===== src/hw/rtl/page_frame_allocator_unit_assert.svh =====
// ----------------------------------------------------------------------------
// Page frame allocator assertion macros
// Concurrent check wrappers; they expand to nothing in synthesis.
// ----------------------------------------------------------------------------
`ifndef PAGE_FRAME_ALLOCATOR_UNIT_ASSERT_SVH
`define PAGE_FRAME_ALLOCATOR_UNIT_ASSERT_SVH
`ifndef SYNTHESIS
`define PFA_ASSERT(lbl, clk, rst_n, prop) \
    lbl: assert property (@(posedge clk) disable iff (!rst_n) prop) \
        else $error("page frame allocator check failed");
`define PFA_ASSERT_ALWAYS(lbl, clk, prop) \
    lbl: assert property (@(posedge clk) prop) \
        else $error("page frame allocator check failed");
`else
`define PFA_ASSERT(lbl, clk, rst_n, prop)
`define PFA_ASSERT_ALWAYS(lbl, clk, prop)
`endif
`endif


===== src/hw/rtl/pfa_pkg.sv =====
// ----------------------------------------------------------------------------
// Page frame allocator package
// Beat types, table entry layouts, outcome codes and default sizes.
// ----------------------------------------------------------------------------
package pfa_pkg;

    localparam int FRAMES_DEF  = 16;
    localparam int CLIENTS_DEF = 16;

    localparam int ID_W    = 22;
    localparam int PAGE_W  = 16;
    localparam int CNT_W   = 16;
    localparam int TOTAL_W = 32;
    localparam int OCC_W   = 5;
    localparam int FIDX_W  = 4;

    localparam logic [OCC_W-1:0] MAX_OCC_RESET = 5'd9;

    localparam logic [1:0] OUTCOME_HIT     = 2'd0;
    localparam logic [1:0] OUTCOME_ALLOC   = 2'd1;
    localparam logic [1:0] OUTCOME_REPLACE = 2'd2;

    typedef struct packed {
        logic [ID_W-1:0]   client_id;
        logic [PAGE_W-1:0] page_number;
    } t_req;

    typedef struct packed {
        logic [1:0]         outcome;
        logic [FIDX_W-1:0]  frame_index;
        logic [CNT_W-1:0]   client_faults;
        logic [TOTAL_W-1:0] total_faults;
    } t_rsp;

    typedef struct packed {
        logic [ID_W-1:0]   owner;
        logic [PAGE_W-1:0] page;
        logic [CNT_W-1:0]  use_cnt;
    } t_frame_ent;

    typedef struct packed {
        logic [ID_W-1:0]  id;
        logic [CNT_W-1:0] faults;
    } t_client_ent;

endpackage


===== src/hw/rtl/pfa_ram.sv =====
// ----------------------------------------------------------------------------
// Page frame allocator table memory
// Single write port, single read port, registered read data.
// ----------------------------------------------------------------------------
module pfa_ram #(
    parameter int DEPTH = pfa_pkg::FRAMES_DEF,
    parameter int WIDTH = $bits(pfa_pkg::t_frame_ent),
    parameter int AW    = (DEPTH > 1) ? $clog2(DEPTH) : 1
) (
    input  logic             i_clk,
    input  logic             i_we,
    input  logic [AW-1:0]    i_waddr,
    input  logic [WIDTH-1:0] i_wdata,
    input  logic             i_re,
    input  logic [AW-1:0]    i_raddr,
    output logic [WIDTH-1:0] o_rdata
);

    logic [WIDTH-1:0] r_mem [DEPTH];
    logic [WIDTH-1:0] r_rdata;

    always_ff @(posedge i_clk) begin
        if (i_we) begin
            r_mem[i_waddr] <= i_wdata;
        end
        if (i_re) begin
            r_rdata <= r_mem[i_raddr];
        end
    end

    assign o_rdata = r_rdata;

endmodule


===== src/hw/rtl/page_frame_allocator_unit.sv =====
// ----------------------------------------------------------------------------
// Page frame allocator
// Each request beat names a client and a page and yields one response beat.
// The block takes one request at a time and does not accept another until
// the response register has been loaded: the frame table and the client
// table each sit in a memory with one read port, and the search walks both
// tables in step, one entry of each per cycle, followed by a drain state for
// the read pipeline and a read-modify-write state that updates both tables
// and loads the response register. A finished response waits in that
// register while the next request is scanned. max_occupancy may be written
// at any time the block is idle and is used by the next request.
// ----------------------------------------------------------------------------
`include "page_frame_allocator_unit_assert.svh"

module page_frame_allocator_unit #(
    parameter int FRAMES  = pfa_pkg::FRAMES_DEF,
    parameter int CLIENTS = pfa_pkg::CLIENTS_DEF
) (
    input  logic                       i_clk,
    input  logic                       i_rst_n,
    input  logic                       i_cfg_we,
    input  logic [pfa_pkg::OCC_W-1:0]  i_cfg_wdata,
    input  logic                       i_in_valid,
    output logic                       o_in_ready,
    input  pfa_pkg::t_req              i_in_data,
    output logic                       o_out_valid,
    input  logic                       i_out_ready,
    output pfa_pkg::t_rsp              o_out_data
);

    localparam int FW   = (FRAMES > 1) ? $clog2(FRAMES) : 1;
    localparam int CW   = (CLIENTS > 1) ? $clog2(CLIENTS) : 1;
    localparam int NSCN = (FRAMES > CLIENTS) ? FRAMES : CLIENTS;
    localparam int SW   = $clog2(NSCN);
    localparam logic [SW-1:0] LAST = SW'(NSCN - 1);

    typedef enum logic [3:0] {
        S_IDLE   = 4'b0001,
        S_SCAN   = 4'b0010,
        S_DRAIN  = 4'b0100,
        S_UPDATE = 4'b1000
    } t_state;

    t_state                          r_state;
    logic [SW-1:0]                   r_idx;
    logic [SW-1:0]                   r_pipe_idx;
    logic                            r_pipe_vld;
    pfa_pkg::t_req                   r_req;
    logic [pfa_pkg::OCC_W-1:0]       r_max_occ;
    logic [pfa_pkg::OCC_W-1:0]       r_used_cnt;
    logic [pfa_pkg::TOTAL_W-1:0]     r_total;
    logic [FRAMES-1:0]               r_frame_used;
    logic [CLIENTS-1:0]              r_cli_vld;

    logic                            r_hit;
    logic [FW-1:0]                   r_hit_idx;
    logic [pfa_pkg::CNT_W-1:0]       r_hit_use;
    logic                            r_free;
    logic [FW-1:0]                   r_free_idx;
    logic                            r_cmatch;
    logic [CW-1:0]                   r_cmatch_idx;
    logic [pfa_pkg::CNT_W-1:0]       r_cmatch_cnt;
    logic                            r_cempty;
    logic [CW-1:0]                   r_cempty_idx;
    logic [pfa_pkg::CNT_W-1:0]       r_cempty_cnt;
    logic [pfa_pkg::CNT_W-1:0]       r_c0_cnt;

    logic                            r_out_vld;
    pfa_pkg::t_rsp                   r_out;

    pfa_pkg::t_frame_ent             frm_rd;
    pfa_pkg::t_frame_ent             frm_wr;
    pfa_pkg::t_client_ent            cli_rd;
    pfa_pkg::t_client_ent            cli_ent;
    pfa_pkg::t_client_ent            cli_wr;

    logic                            in_acc;
    logic                            upd_go;
    logic                            frm_re;
    logic                            cli_re;
    logic                            frm_we;
    logic [FW-1:0]                   frm_waddr;

    logic [FW-1:0]                   f_j;
    logic [CW-1:0]                   c_j;
    logic                            f_in;
    logic                            c_in;
    logic                            f_hit_now;
    logic                            f_free_now;
    logic                            c_match_now;
    logic                            c_empty_now;
    logic                            c_zero_now;

    logic                            miss;
    logic                            alloc;
    logic [CW-1:0]                   slot;
    logic [pfa_pkg::CNT_W-1:0]       slot_cnt;
    logic [pfa_pkg::CNT_W-1:0]       new_cnt;
    logic [pfa_pkg::TOTAL_W-1:0]     new_total;
    logic [pfa_pkg::CNT_W-1:0]       new_use;
    logic [FW-1:0]                   res_idx;
    logic [FW+pfa_pkg::FIDX_W-1:0]   res_idx_ext;
    pfa_pkg::t_rsp                   rsp;

    assign in_acc     = i_in_valid && o_in_ready;
    assign o_in_ready = (r_state == S_IDLE);
    assign upd_go     = (r_state == S_UPDATE) && (!r_out_vld || i_out_ready);

    // scan reads
    assign frm_re = (r_state == S_SCAN) && (int'(r_idx) < FRAMES);
    assign cli_re = (r_state == S_SCAN) && (int'(r_idx) < CLIENTS);

    pfa_ram #(
        .DEPTH (FRAMES),
        .WIDTH ($bits(pfa_pkg::t_frame_ent)),
        .AW    (FW)
    ) u_frame_ram (
        .i_clk   (i_clk),
        .i_we    (frm_we),
        .i_waddr (frm_waddr),
        .i_wdata (frm_wr),
        .i_re    (frm_re),
        .i_raddr (r_idx[FW-1:0]),
        .o_rdata (frm_rd)
    );

    pfa_ram #(
        .DEPTH (CLIENTS),
        .WIDTH ($bits(pfa_pkg::t_client_ent)),
        .AW    (CW)
    ) u_client_ram (
        .i_clk   (i_clk),
        .i_we    (upd_go),
        .i_waddr (slot),
        .i_wdata (cli_wr),
        .i_re    (cli_re),
        .i_raddr (r_idx[CW-1:0]),
        .o_rdata (cli_rd)
    );

    // compare stage
    always_comb begin
        f_j     = r_pipe_idx[FW-1:0];
        c_j     = r_pipe_idx[CW-1:0];
        f_in    = r_pipe_vld && (int'(r_pipe_idx) < FRAMES);
        c_in    = r_pipe_vld && (int'(r_pipe_idx) < CLIENTS);
        cli_ent = (c_in && r_cli_vld[c_j]) ? cli_rd : '0;

        f_hit_now  = f_in && !r_hit && r_frame_used[f_j]
                     && (frm_rd.owner == r_req.client_id)
                     && (frm_rd.page == r_req.page_number);
        f_free_now = f_in && !r_hit && !r_frame_used[f_j] && !r_free;

        c_match_now = c_in && !r_cmatch && (r_req.client_id != '0)
                      && (cli_ent.id == r_req.client_id);
        c_empty_now = c_in && !r_cempty && (cli_ent.id == '0);
        c_zero_now  = c_in && (r_pipe_idx == '0);
    end

    // update decision
    always_comb begin
        miss  = !r_hit;
        alloc = miss && (r_used_cnt < r_max_occ) && r_free;

        if (r_cmatch) begin
            slot     = r_cmatch_idx;
            slot_cnt = r_cmatch_cnt;
        end else if (r_cempty) begin
            slot     = r_cempty_idx;
            slot_cnt = r_cempty_cnt;
        end else begin
            slot     = '0;
            slot_cnt = r_c0_cnt;
        end

        new_cnt   = (miss && (slot_cnt != '1)) ? slot_cnt + 1'b1 : slot_cnt;
        new_total = (miss && (r_total != '1)) ? r_total + 1'b1 : r_total;
        new_use   = (r_hit_use != '1) ? r_hit_use + 1'b1 : r_hit_use;

        cli_wr.id     = r_req.client_id;
        cli_wr.faults = new_cnt;

        frm_we          = upd_go && (r_hit || alloc);
        frm_waddr       = r_hit ? r_hit_idx : r_free_idx;
        frm_wr.owner    = r_req.client_id;
        frm_wr.page     = r_req.page_number;
        frm_wr.use_cnt  = r_hit ? new_use : pfa_pkg::CNT_W'(1);

        if (r_hit) begin
            rsp.outcome = pfa_pkg::OUTCOME_HIT;
            res_idx     = r_hit_idx;
        end else if (alloc) begin
            rsp.outcome = pfa_pkg::OUTCOME_ALLOC;
            res_idx     = r_free_idx;
        end else begin
            rsp.outcome = pfa_pkg::OUTCOME_REPLACE;
            res_idx     = '0;
        end
        res_idx_ext       = {{pfa_pkg::FIDX_W{1'b0}}, res_idx};
        rsp.frame_index   = res_idx_ext[pfa_pkg::FIDX_W-1:0];
        rsp.client_faults = new_cnt;
        rsp.total_faults  = new_total;
    end

    // control
    always_ff @(posedge i_clk) begin
        if (!i_rst_n) begin
            r_state      <= S_IDLE;
            r_idx        <= '0;
            r_pipe_vld   <= 1'b0;
            r_max_occ    <= pfa_pkg::MAX_OCC_RESET;
            r_used_cnt   <= '0;
            r_total      <= '0;
            r_frame_used <= '0;
            r_cli_vld    <= '0;
            r_hit        <= 1'b0;
            r_free       <= 1'b0;
            r_cmatch     <= 1'b0;
            r_cempty     <= 1'b0;
            r_out_vld    <= 1'b0;
        end else begin
            if (i_cfg_we) begin
                r_max_occ <= i_cfg_wdata;
            end

            unique case (r_state)
                S_IDLE: begin
                    if (in_acc) begin
                        r_state  <= S_SCAN;
                        r_idx    <= '0;
                        r_hit    <= 1'b0;
                        r_free   <= 1'b0;
                        r_cmatch <= 1'b0;
                        r_cempty <= 1'b0;
                    end
                end
                S_SCAN: begin
                    r_idx      <= r_idx + 1'b1;
                    r_pipe_vld <= 1'b1;
                    if (r_idx == LAST) begin
                        r_state <= S_DRAIN;
                    end
                end
                S_DRAIN: begin
                    r_pipe_vld <= 1'b0;
                    r_state    <= S_UPDATE;
                end
                S_UPDATE: begin
                    if (upd_go) begin
                        r_state <= S_IDLE;
                    end
                end
                default: begin
                    r_state <= S_IDLE;
                end
            endcase

            if (f_hit_now) begin
                r_hit <= 1'b1;
            end
            if (f_free_now) begin
                r_free <= 1'b1;
            end
            if (c_match_now) begin
                r_cmatch <= 1'b1;
            end
            if (c_empty_now) begin
                r_cempty <= 1'b1;
            end

            if (upd_go) begin
                r_total          <= new_total;
                r_cli_vld[slot]  <= 1'b1;
                if (alloc) begin
                    r_frame_used[r_free_idx] <= 1'b1;
                    if (r_used_cnt != '1) begin
                        r_used_cnt <= r_used_cnt + 1'b1;
                    end
                end
            end

            if (upd_go) begin
                r_out_vld <= 1'b1;
            end else if (i_out_ready) begin
                r_out_vld <= 1'b0;
            end
        end
    end

    // payload
    always_ff @(posedge i_clk) begin
        r_pipe_idx <= r_idx;
        if (in_acc) begin
            r_req <= i_in_data;
        end
        if (f_hit_now) begin
            r_hit_idx <= f_j;
            r_hit_use <= frm_rd.use_cnt;
        end
        if (f_free_now) begin
            r_free_idx <= f_j;
        end
        if (c_match_now) begin
            r_cmatch_idx <= c_j;
            r_cmatch_cnt <= cli_ent.faults;
        end
        if (c_empty_now) begin
            r_cempty_idx <= c_j;
            r_cempty_cnt <= cli_ent.faults;
        end
        if (c_zero_now) begin
            r_c0_cnt <= cli_ent.faults;
        end
        if (upd_go) begin
            r_out <= rsp;
        end
    end

    assign o_out_valid = r_out_vld;
    assign o_out_data  = r_out;

    `PFA_ASSERT(a_used_cnt_tracks_bits, i_clk, i_rst_n, $countones(r_frame_used) == int'(r_used_cnt))
    `PFA_ASSERT(a_outcome_code, i_clk, i_rst_n, o_out_valid |-> (o_out_data.outcome == pfa_pkg::OUTCOME_HIT || o_out_data.outcome == pfa_pkg::OUTCOME_ALLOC || o_out_data.outcome == pfa_pkg::OUTCOME_REPLACE))
    `PFA_ASSERT(a_replace_frame_zero, i_clk, i_rst_n, (o_out_valid && o_out_data.outcome == pfa_pkg::OUTCOME_REPLACE) |-> (o_out_data.frame_index == '0))
    `PFA_ASSERT(a_busy_after_accept, i_clk, i_rst_n, in_acc |=> (!o_in_ready && !upd_go))

endmodule


===== config.mk =====
export PLATFORM = sky130hd
export DESIGN_NAME = page_frame_allocator_unit
export DESIGN_NICKNAME = d
export VERILOG_FILES = /design/src/hw/rtl/pfa_pkg.sv /design/src/hw/rtl/pfa_ram.sv /design/src/hw/rtl/page_frame_allocator_unit.sv
export VERILOG_INCLUDE_DIRS = /design/src /design/src/hw/rtl
export SDC_FILE = /design/constraint.sdc
export NUM_CORES = 2
export LEC_CHECK = 0
export BUFFER_PORTS_ARGS = -buffer_cell sky130_fd_sc_hd__buf_2
export CAP_MARGIN = 10
export CORE_ASPECT_RATIO = 0.6
export CORE_MARGIN = 10
export CORE_UTILIZATION = 31
export CTS_BUF_LIST = sky130_fd_sc_hd__clkbuf_4 sky130_fd_sc_hd__clkbuf_8
export DETAILED_ROUTE_END_ITERATION = 6
export GPL_TIMING_DRIVEN = 0
export HOLD_SLACK_MARGIN = 0.15
export PLACE_DENSITY = 0.53
export SETUP_SLACK_MARGIN = 0.3
export SLEW_MARGIN = 10
export SYNTH_ARGS = -nofsm -noshare
export SYNTH_HDL_FRONTEND = slang
export SYNTH_SLANG_ARGS = --single-unit

===== constraint.sdc =====
create_clock -name i_clk -period 12.15 [get_ports i_clk]
set_clock_uncertainty 0.05 [all_clocks]
set_input_delay 0 -clock i_clk [delete_from_list [all_inputs] [get_ports i_clk]]
set_output_delay 0 -clock i_clk [all_outputs]
set_load 0.1 [all_outputs]

==> flow_summary.html <==
<table>
<tr><th>Metric</th><th>Value</th></tr>
<tr><th colspan="2">Outcome</th></tr>
<tr><td>Outcome</td><td>finished clean</td></tr>
<tr><th colspan="2">Drt</th></tr>
<tr><td>Vias post-DR</td><td>30828</td></tr>
<tr><td>Post-detailed-route wirelength per cell</td><td>27.20 um</td></tr>
<tr><td>Drc violations</td><td>0</td></tr>
<tr><td>Wire length the detailed router placed on met1</td><td>80.87 mm</td></tr>
<tr><td>Met3 routed wirelength</td><td>16.97 mm</td></tr>
<tr><td>Total Routed Length</td><td>163.8 mm</td></tr>
<tr><td>Mean number of vias per cell</td><td>5.118</td></tr>
<tr><td>DR pass1 iterations</td><td>5</td></tr>
<tr><td>1st-iter DRT viols</td><td>4014</td></tr>
<tr><td>Uppermost signal routing layer after detailed routing</td><td>met4</td></tr>
<tr><td>Wire length on met2</td><td>63.49 mm</td></tr>
<tr><td>Post-DRT Antenna Nets</td><td>0</td></tr>
<tr><th colspan="2">Job</th></tr>
<tr><td>Count of maximum capacitance violations</td><td>0</td></tr>
<tr><th colspan="2">Floorplanning</th></tr>
<tr><td>Area of the die</td><td>0.2097 mm2</td></tr>
<tr><td>Vertical extent of the die</td><td>358.7 um</td></tr>
<tr><td>Effective utilization at floorplan</td><td>31.14%</td></tr>
<tr><td>I/O pin count</td><td>104</td></tr>
<tr><td>CORE AREA</td><td>0.1904 mm2</td></tr>
<tr><td>Placement row count</td><td>124</td></tr>
<tr><td>Floorplan die width</td><td>584.6 um</td></tr>
<tr><th colspan="2">Synthesis</th></tr>
<tr><td>Syn Inst Count</td><td>2810</td></tr>
<tr><td>Xor and xnor area share after synthesis</td><td>1.728%</td></tr>
<tr><td>Dominant combinational cell family by area after synthesis</td><td>multiplexers</td></tr>
<tr><td>Adder-cell area share of the yosys netlist</td><td>0.1899%</td></tr>
<tr><td>Number of synthesized register bits</td><td>1540</td></tr>
<tr><td>Share of the synthesized area in the top cell type</td><td>73.34%</td></tr>
<tr><td>Warning count from the yosys run</td><td>0</td></tr>
<tr><td>Dominant cell type by area after synthesis</td><td>sky130_fd_sc_hd__edfxtp_1</td></tr>
<tr><td>Most used standard cell by instance count after synthesis</td><td>sky130_fd_sc_hd__edfxtp_1</td></tr>
<tr><td>Syn_area_per_cell</td><td>21.10 um2</td></tr>
<tr><td>Cell types with the largest area share after synthesis</td><td>sky130_fd_sc_hd__edfxtp_1 (73%), sky130_fd_sc_hd__mux4_2 (15%), sky130_fd_sc_hd__dfxtp_1 (3.1%), sky130_fd_sc_hd__xnor2_1 (1.2%), sky130_fd_sc_hd__nor2_1 (0.98%)</td></tr>
<tr><td>Distinct cells, synth</td><td>75</td></tr>
<tr><td>Share of flip-flops with an asynchronous set or reset</td><td>0%</td></tr>
<tr><td>Count of flip-flops with a built-in enable after synthesis</td><td>1448</td></tr>
<tr><td>Synth cell count leaders</td><td>sky130_fd_sc_hd__edfxtp_1 (1448), sky130_fd_sc_hd__mux4_2 (385), sky130_fd_sc_hd__nor2_1 (154), sky130_fd_sc_hd__dfxtp_1 (92), sky130_fd_sc_hd__xnor2_1 (80)</td></tr>
<tr><td>Multiplexer share of the synthesized area</td><td>15.30%</td></tr>
<tr><td>Mapped Area</td><td>0.05929 mm2</td></tr>
<tr><td>Most frequently used flop master after synthesis</td><td>sky130_fd_sc_hd__edfxtp_1</td></tr>
<tr><td>Net Count, Synth</td><td>2867</td></tr>
<tr><td>Compound-cell area share of the yosys netlist</td><td>1.625%</td></tr>
<tr><td>Basic-gate share of the synthesized area counting and, or, nand and nor cells</td><td>3.660%</td></tr>
<tr><td>Sequential area share after synthesis</td><td>76.45%</td></tr>
<tr><th colspan="2">Layout</th></tr>
<tr><td>Final std cells w/o fill</td><td>6023</td></tr>
<tr><td>Number of nets at the end of the flow</td><td>3393</td></tr>
<tr><td>Share of layout cells above drive strength 1</td><td>29.90%</td></tr>
<tr><td>Core utilization of the finished layout</td><td>37.06%</td></tr>
<tr><td>Area added between synthesis and finish</td><td>19.01%</td></tr>
<tr><th colspan="2">Min path</th></tr>
<tr><td>Origin of the worst min-delay path</td><td>i_in_data[9]</td></tr>
<tr><td>Type of the worst min-delay path</td><td>in2reg</td></tr>
<tr><th colspan="2">GRT</th></tr>
<tr><td>Antenna violations before repair</td><td>4</td></tr>
<tr><td>Total GRT Usage</td><td>15.28%</td></tr>
<tr><td>Largest net degree at the start of global routing</td><td>59</td></tr>
<tr><td>Via count of the first global-routing pass</td><td>30725</td></tr>
<tr><td>Remaining global-route overflow</td><td>0</td></tr>
<tr><td>Global-route wire length before repair</td><td>233.1 mm</td></tr>
<tr><th colspan="2">Critical path</th></tr>
<tr><td>Crit path from</td><td>r_state[1]</td></tr>
<tr><td>Most frequent cell on the critical path</td><td>sky130_fd_sc_hd__buf_12</td></tr>
<tr><td>Required time worst endpoint</td><td>12.65 ns</td></tr>
<tr><td>Critical path's largest stage delay</td><td>0.73 ns</td></tr>
<tr><td>Critical path fanouts, max</td><td>33</td></tr>
<tr><td>WS Path Type</td><td>reg2reg</td></tr>
<tr><td>Worst reg2reg startpoint</td><td>r_state[1]</td></tr>
<tr><td>Chain of cells forming the critical path</td><td>clkbuf_1 &gt; nor4b_1 &gt; nand2_2 &gt; inv_1 &gt; buf_2 &gt; nand3_1 &gt; nor2_4 &gt; buf_12 &gt; buf_12</td></tr>
<tr><td>Buffering stage count on the worst path with inverters included</td><td>5</td></tr>
<tr><td>Kind of cell adding the most delay to the critical path</td><td>simple AND/OR/NAND/NOR gates</td></tr>
<tr><td>CP endpoint kind</td><td>register</td></tr>
<tr><td>CP startpoint kind</td><td>register</td></tr>
<tr><td>Slowest stage cell, crit path</td><td>sky130_fd_sc_hd__buf_2</td></tr>
<tr><td>Signal arrival time at the worst endpoint</td><td>4.87 ns</td></tr>
<tr><th colspan="2">STA</th></tr>
<tr><td>Max-slew violations</td><td>0</td></tr>
<tr><td>Highest attainable clock frequency</td><td>228.7 MHz</td></tr>
<tr><td>Worst-margin pin slew</td><td>1.291 ns</td></tr>
<tr><td>Slew headroom</td><td>13.01%</td></tr>
<tr><td>Total count of hold-check failures in the final report</td><td>0</td></tr>
<tr><td>Sum Neg Setup Slack</td><td>0 ns</td></tr>
<tr><td>Share of the clock period used by the worst path after layout</td><td>36.00%</td></tr>
<tr><td>Clock period minus final worst setup slack</td><td>4.373 ns</td></tr>
<tr><td>RSZ-0062 raised after global routing</td><td>false</td></tr>
<tr><td>Final setup violation count</td><td>0</td></tr>
<tr><th colspan="2">Power</th></tr>
<tr><td>Combinational power share</td><td>10.5%</td></tr>
<tr><td>Switching component of the power</td><td>2986 uW</td></tr>
<tr><td>Leakage</td><td>0.02147 uW</td></tr>
<tr><td>Reg power frac</td><td>54.3%</td></tr>
<tr><td>Internal power</td><td>8745 uW</td></tr>
<tr><td>Switching part of the total</td><td>25.45%</td></tr>
<tr><td>Power density relative to cell area</td><td>166.3 mW/mm2</td></tr>
<tr><td>VDD IR max</td><td>0.00008685 V</td></tr>
<tr><td>Clock share of power</td><td>35.1%</td></tr>
<tr><th colspan="2">Clock network</th></tr>
<tr><td>Post-CTS repair timing setup buffer count</td><td>0</td></tr>
<tr><td>Clock latency on the worst-skew pair</td><td>0.93 ns</td></tr>
<tr><td>Clock tree from TritonCTS</td><td>built</td></tr>
<tr><td>Depth of the CTS H-tree</td><td>4</td></tr>
<tr><td>CTS clk-pin slew, worst paths</td><td>0.07 ns</td></tr>
<tr><td>TritonCTS Buffers</td><td>222</td></tr>
<tr><td>Number of gates resized after cts</td><td>0</td></tr>
<tr><td>CTS Buffer Depth</td><td>4</td></tr>
<tr><td>Clock Sinks</td><td>1540</td></tr>
<tr><td>Root buffer cell</td><td>sky130_fd_sc_hd__clkbuf_8</td></tr>
<tr><th colspan="2">Placed design</th></tr>
<tr><td>Number of buffer cells added on primary ports</td><td>101</td></tr>
<tr><td>Placed wire-length estimate</td><td>106.1 mm</td></tr>
<tr><td>Placer's final routability congestion estimate</td><td>0.7806</td></tr>
<tr><td>Number of instances in the placed design</td><td>5514</td></tr>
</table>
==> repair_timing <==
| action | in CTS | in global routing |
|---|---|---|
| hold buffers | 106 | 0 |
| endpoints found under the setup margin | 0 | 0 |
| endpoints found under the hold margin | 118 | 0 |
==> power by group through the flow <==
stage / Combinational [uW] / Sequential (uW) / Clock (uW)
2_1_floorplan: 622 / 6460 / 0
3_3_place_gp: 975 / 6600 / 0
3_5_place_dp: 1120 / 6540 / 0
4_1_cts: 1160 / 6430 / 4210
5_1_grt: 1330 / 6400 / 4460
6_report: 1230 / 6370 / 4120
==> worst min-delay path: cells and delay by family <==
family	cells	cell delay (ns)
buffers and inverters	3	1.16
==> final timing paths <==
| check | endpoint | slack [ns] | cells after the start |
|---|---|---|---|
| setup / recovery | u_client_ram.r_mem[14][25] | 7.78 | 9 |
| hold / removal | frm_wr[25] | 0.29 | 3 |
| setup reg to reg | u_client_ram.r_mem[14][25] | 7.78 | 9 |
| hold reg to reg | c_j[2] | 0.30 | 0 |
==> logic make-up (layout without fill, tap and decap cells) <==
family | Yosys count | count (layout)
flops | 1540 | 1540
simple gates | 426 | 426
mux | 424 | 424
buf+inv | 149 | 841
compound gates | 145 | 145
xor+xnor | 117 | 117
fa+ha+maj | 9 | 9
other cells | 0 | 1
==> cells in the final DEF, fill, tap and decap left out, drive strengths merged, types with 6 or more instances in the layout <==
| cell | instances |
|---|---|
| a21oi | 35 |
| a31oi | 7 |
| and2 | 25 |
| and3 | 6 |
| buf | 233 |
| clkbuf | 393 |
| clkinv | 70 |
| dfxtp | 92 |
| dlygate4sd3 | 106 |
| edfxtp | 1448 |
| ha | 9 |
| inv | 32 |
| mux2 | 7 |
| mux2i | 32 |
| mux4 | 385 |
| nand2 | 69 |
| nand2b | 16 |
| nand3 | 28 |
| nand4 | 27 |
| nor2 | 154 |
| nor2b | 10 |
| nor3 | 32 |
| nor4 | 22 |
| o21a | 20 |
| o21ai | 36 |
| or3 | 14 |
| xnor2 | 80 |
| xor2 | 37 |
==> registers in the layout (all words and copies together) (netlist names), 5 cells and up <==
signal                count
u_client_ram.o_rdata     38
r_cmatch_cnt             16
u_frame_ram.r_mem       608
r_max_occ                 5
r_cempty_cnt             16
r_used_cnt                5
cli_wr                   22
frm_wr                   16
r_frame_used             16
r_c0_cnt                 16
u_frame_ram.o_rdata      38
r_cli_vld                16
r_total                  32
o_out_data               54
u_client_ram.r_mem      608
==> per-layer routing <==
| layer | vias to the layer above | global-route usage [%] |
|---|---|---|
| li1 | 12665 | - |
| met2 | 1491 | 19.64 |
| met3 | 224 | 4.309 |
| met1 | 16448 | 25.13 |
| met4 | 0 | 2.774 |
| met5 | - | 0 |
==> per-stage QoR <==
step                setup slack [ns]  total power [uW]  hold WS [ns]  cell area, um2
floorplan                      6.229              7081       0.04887           59290
finish                         7.777             11730        0.2941           70550
global route                   7.418             12180        0.2661           70550
global placement               1.888              7577        0.1283           62940
detailed placement             7.724              7662        0.1282           64890
CTS                            7.699             11790        0.2167           70230
==> final cells by class <==
cell class | count | area [um2]
antenna | 1 | 2.502
sequential | 1540 | 45320
tap | 2520 | 3153
inverter | 29 | 116.4
clock buffer | 310 | 3785
timing repair buffer | 302 | 3471
fill | 17324 | 119800
buffer | 120 | 536.8
clock inverter | 80 | 498.0
multi-input combinational | 1121 | 13670
Power figures use the tool's default switching activity.
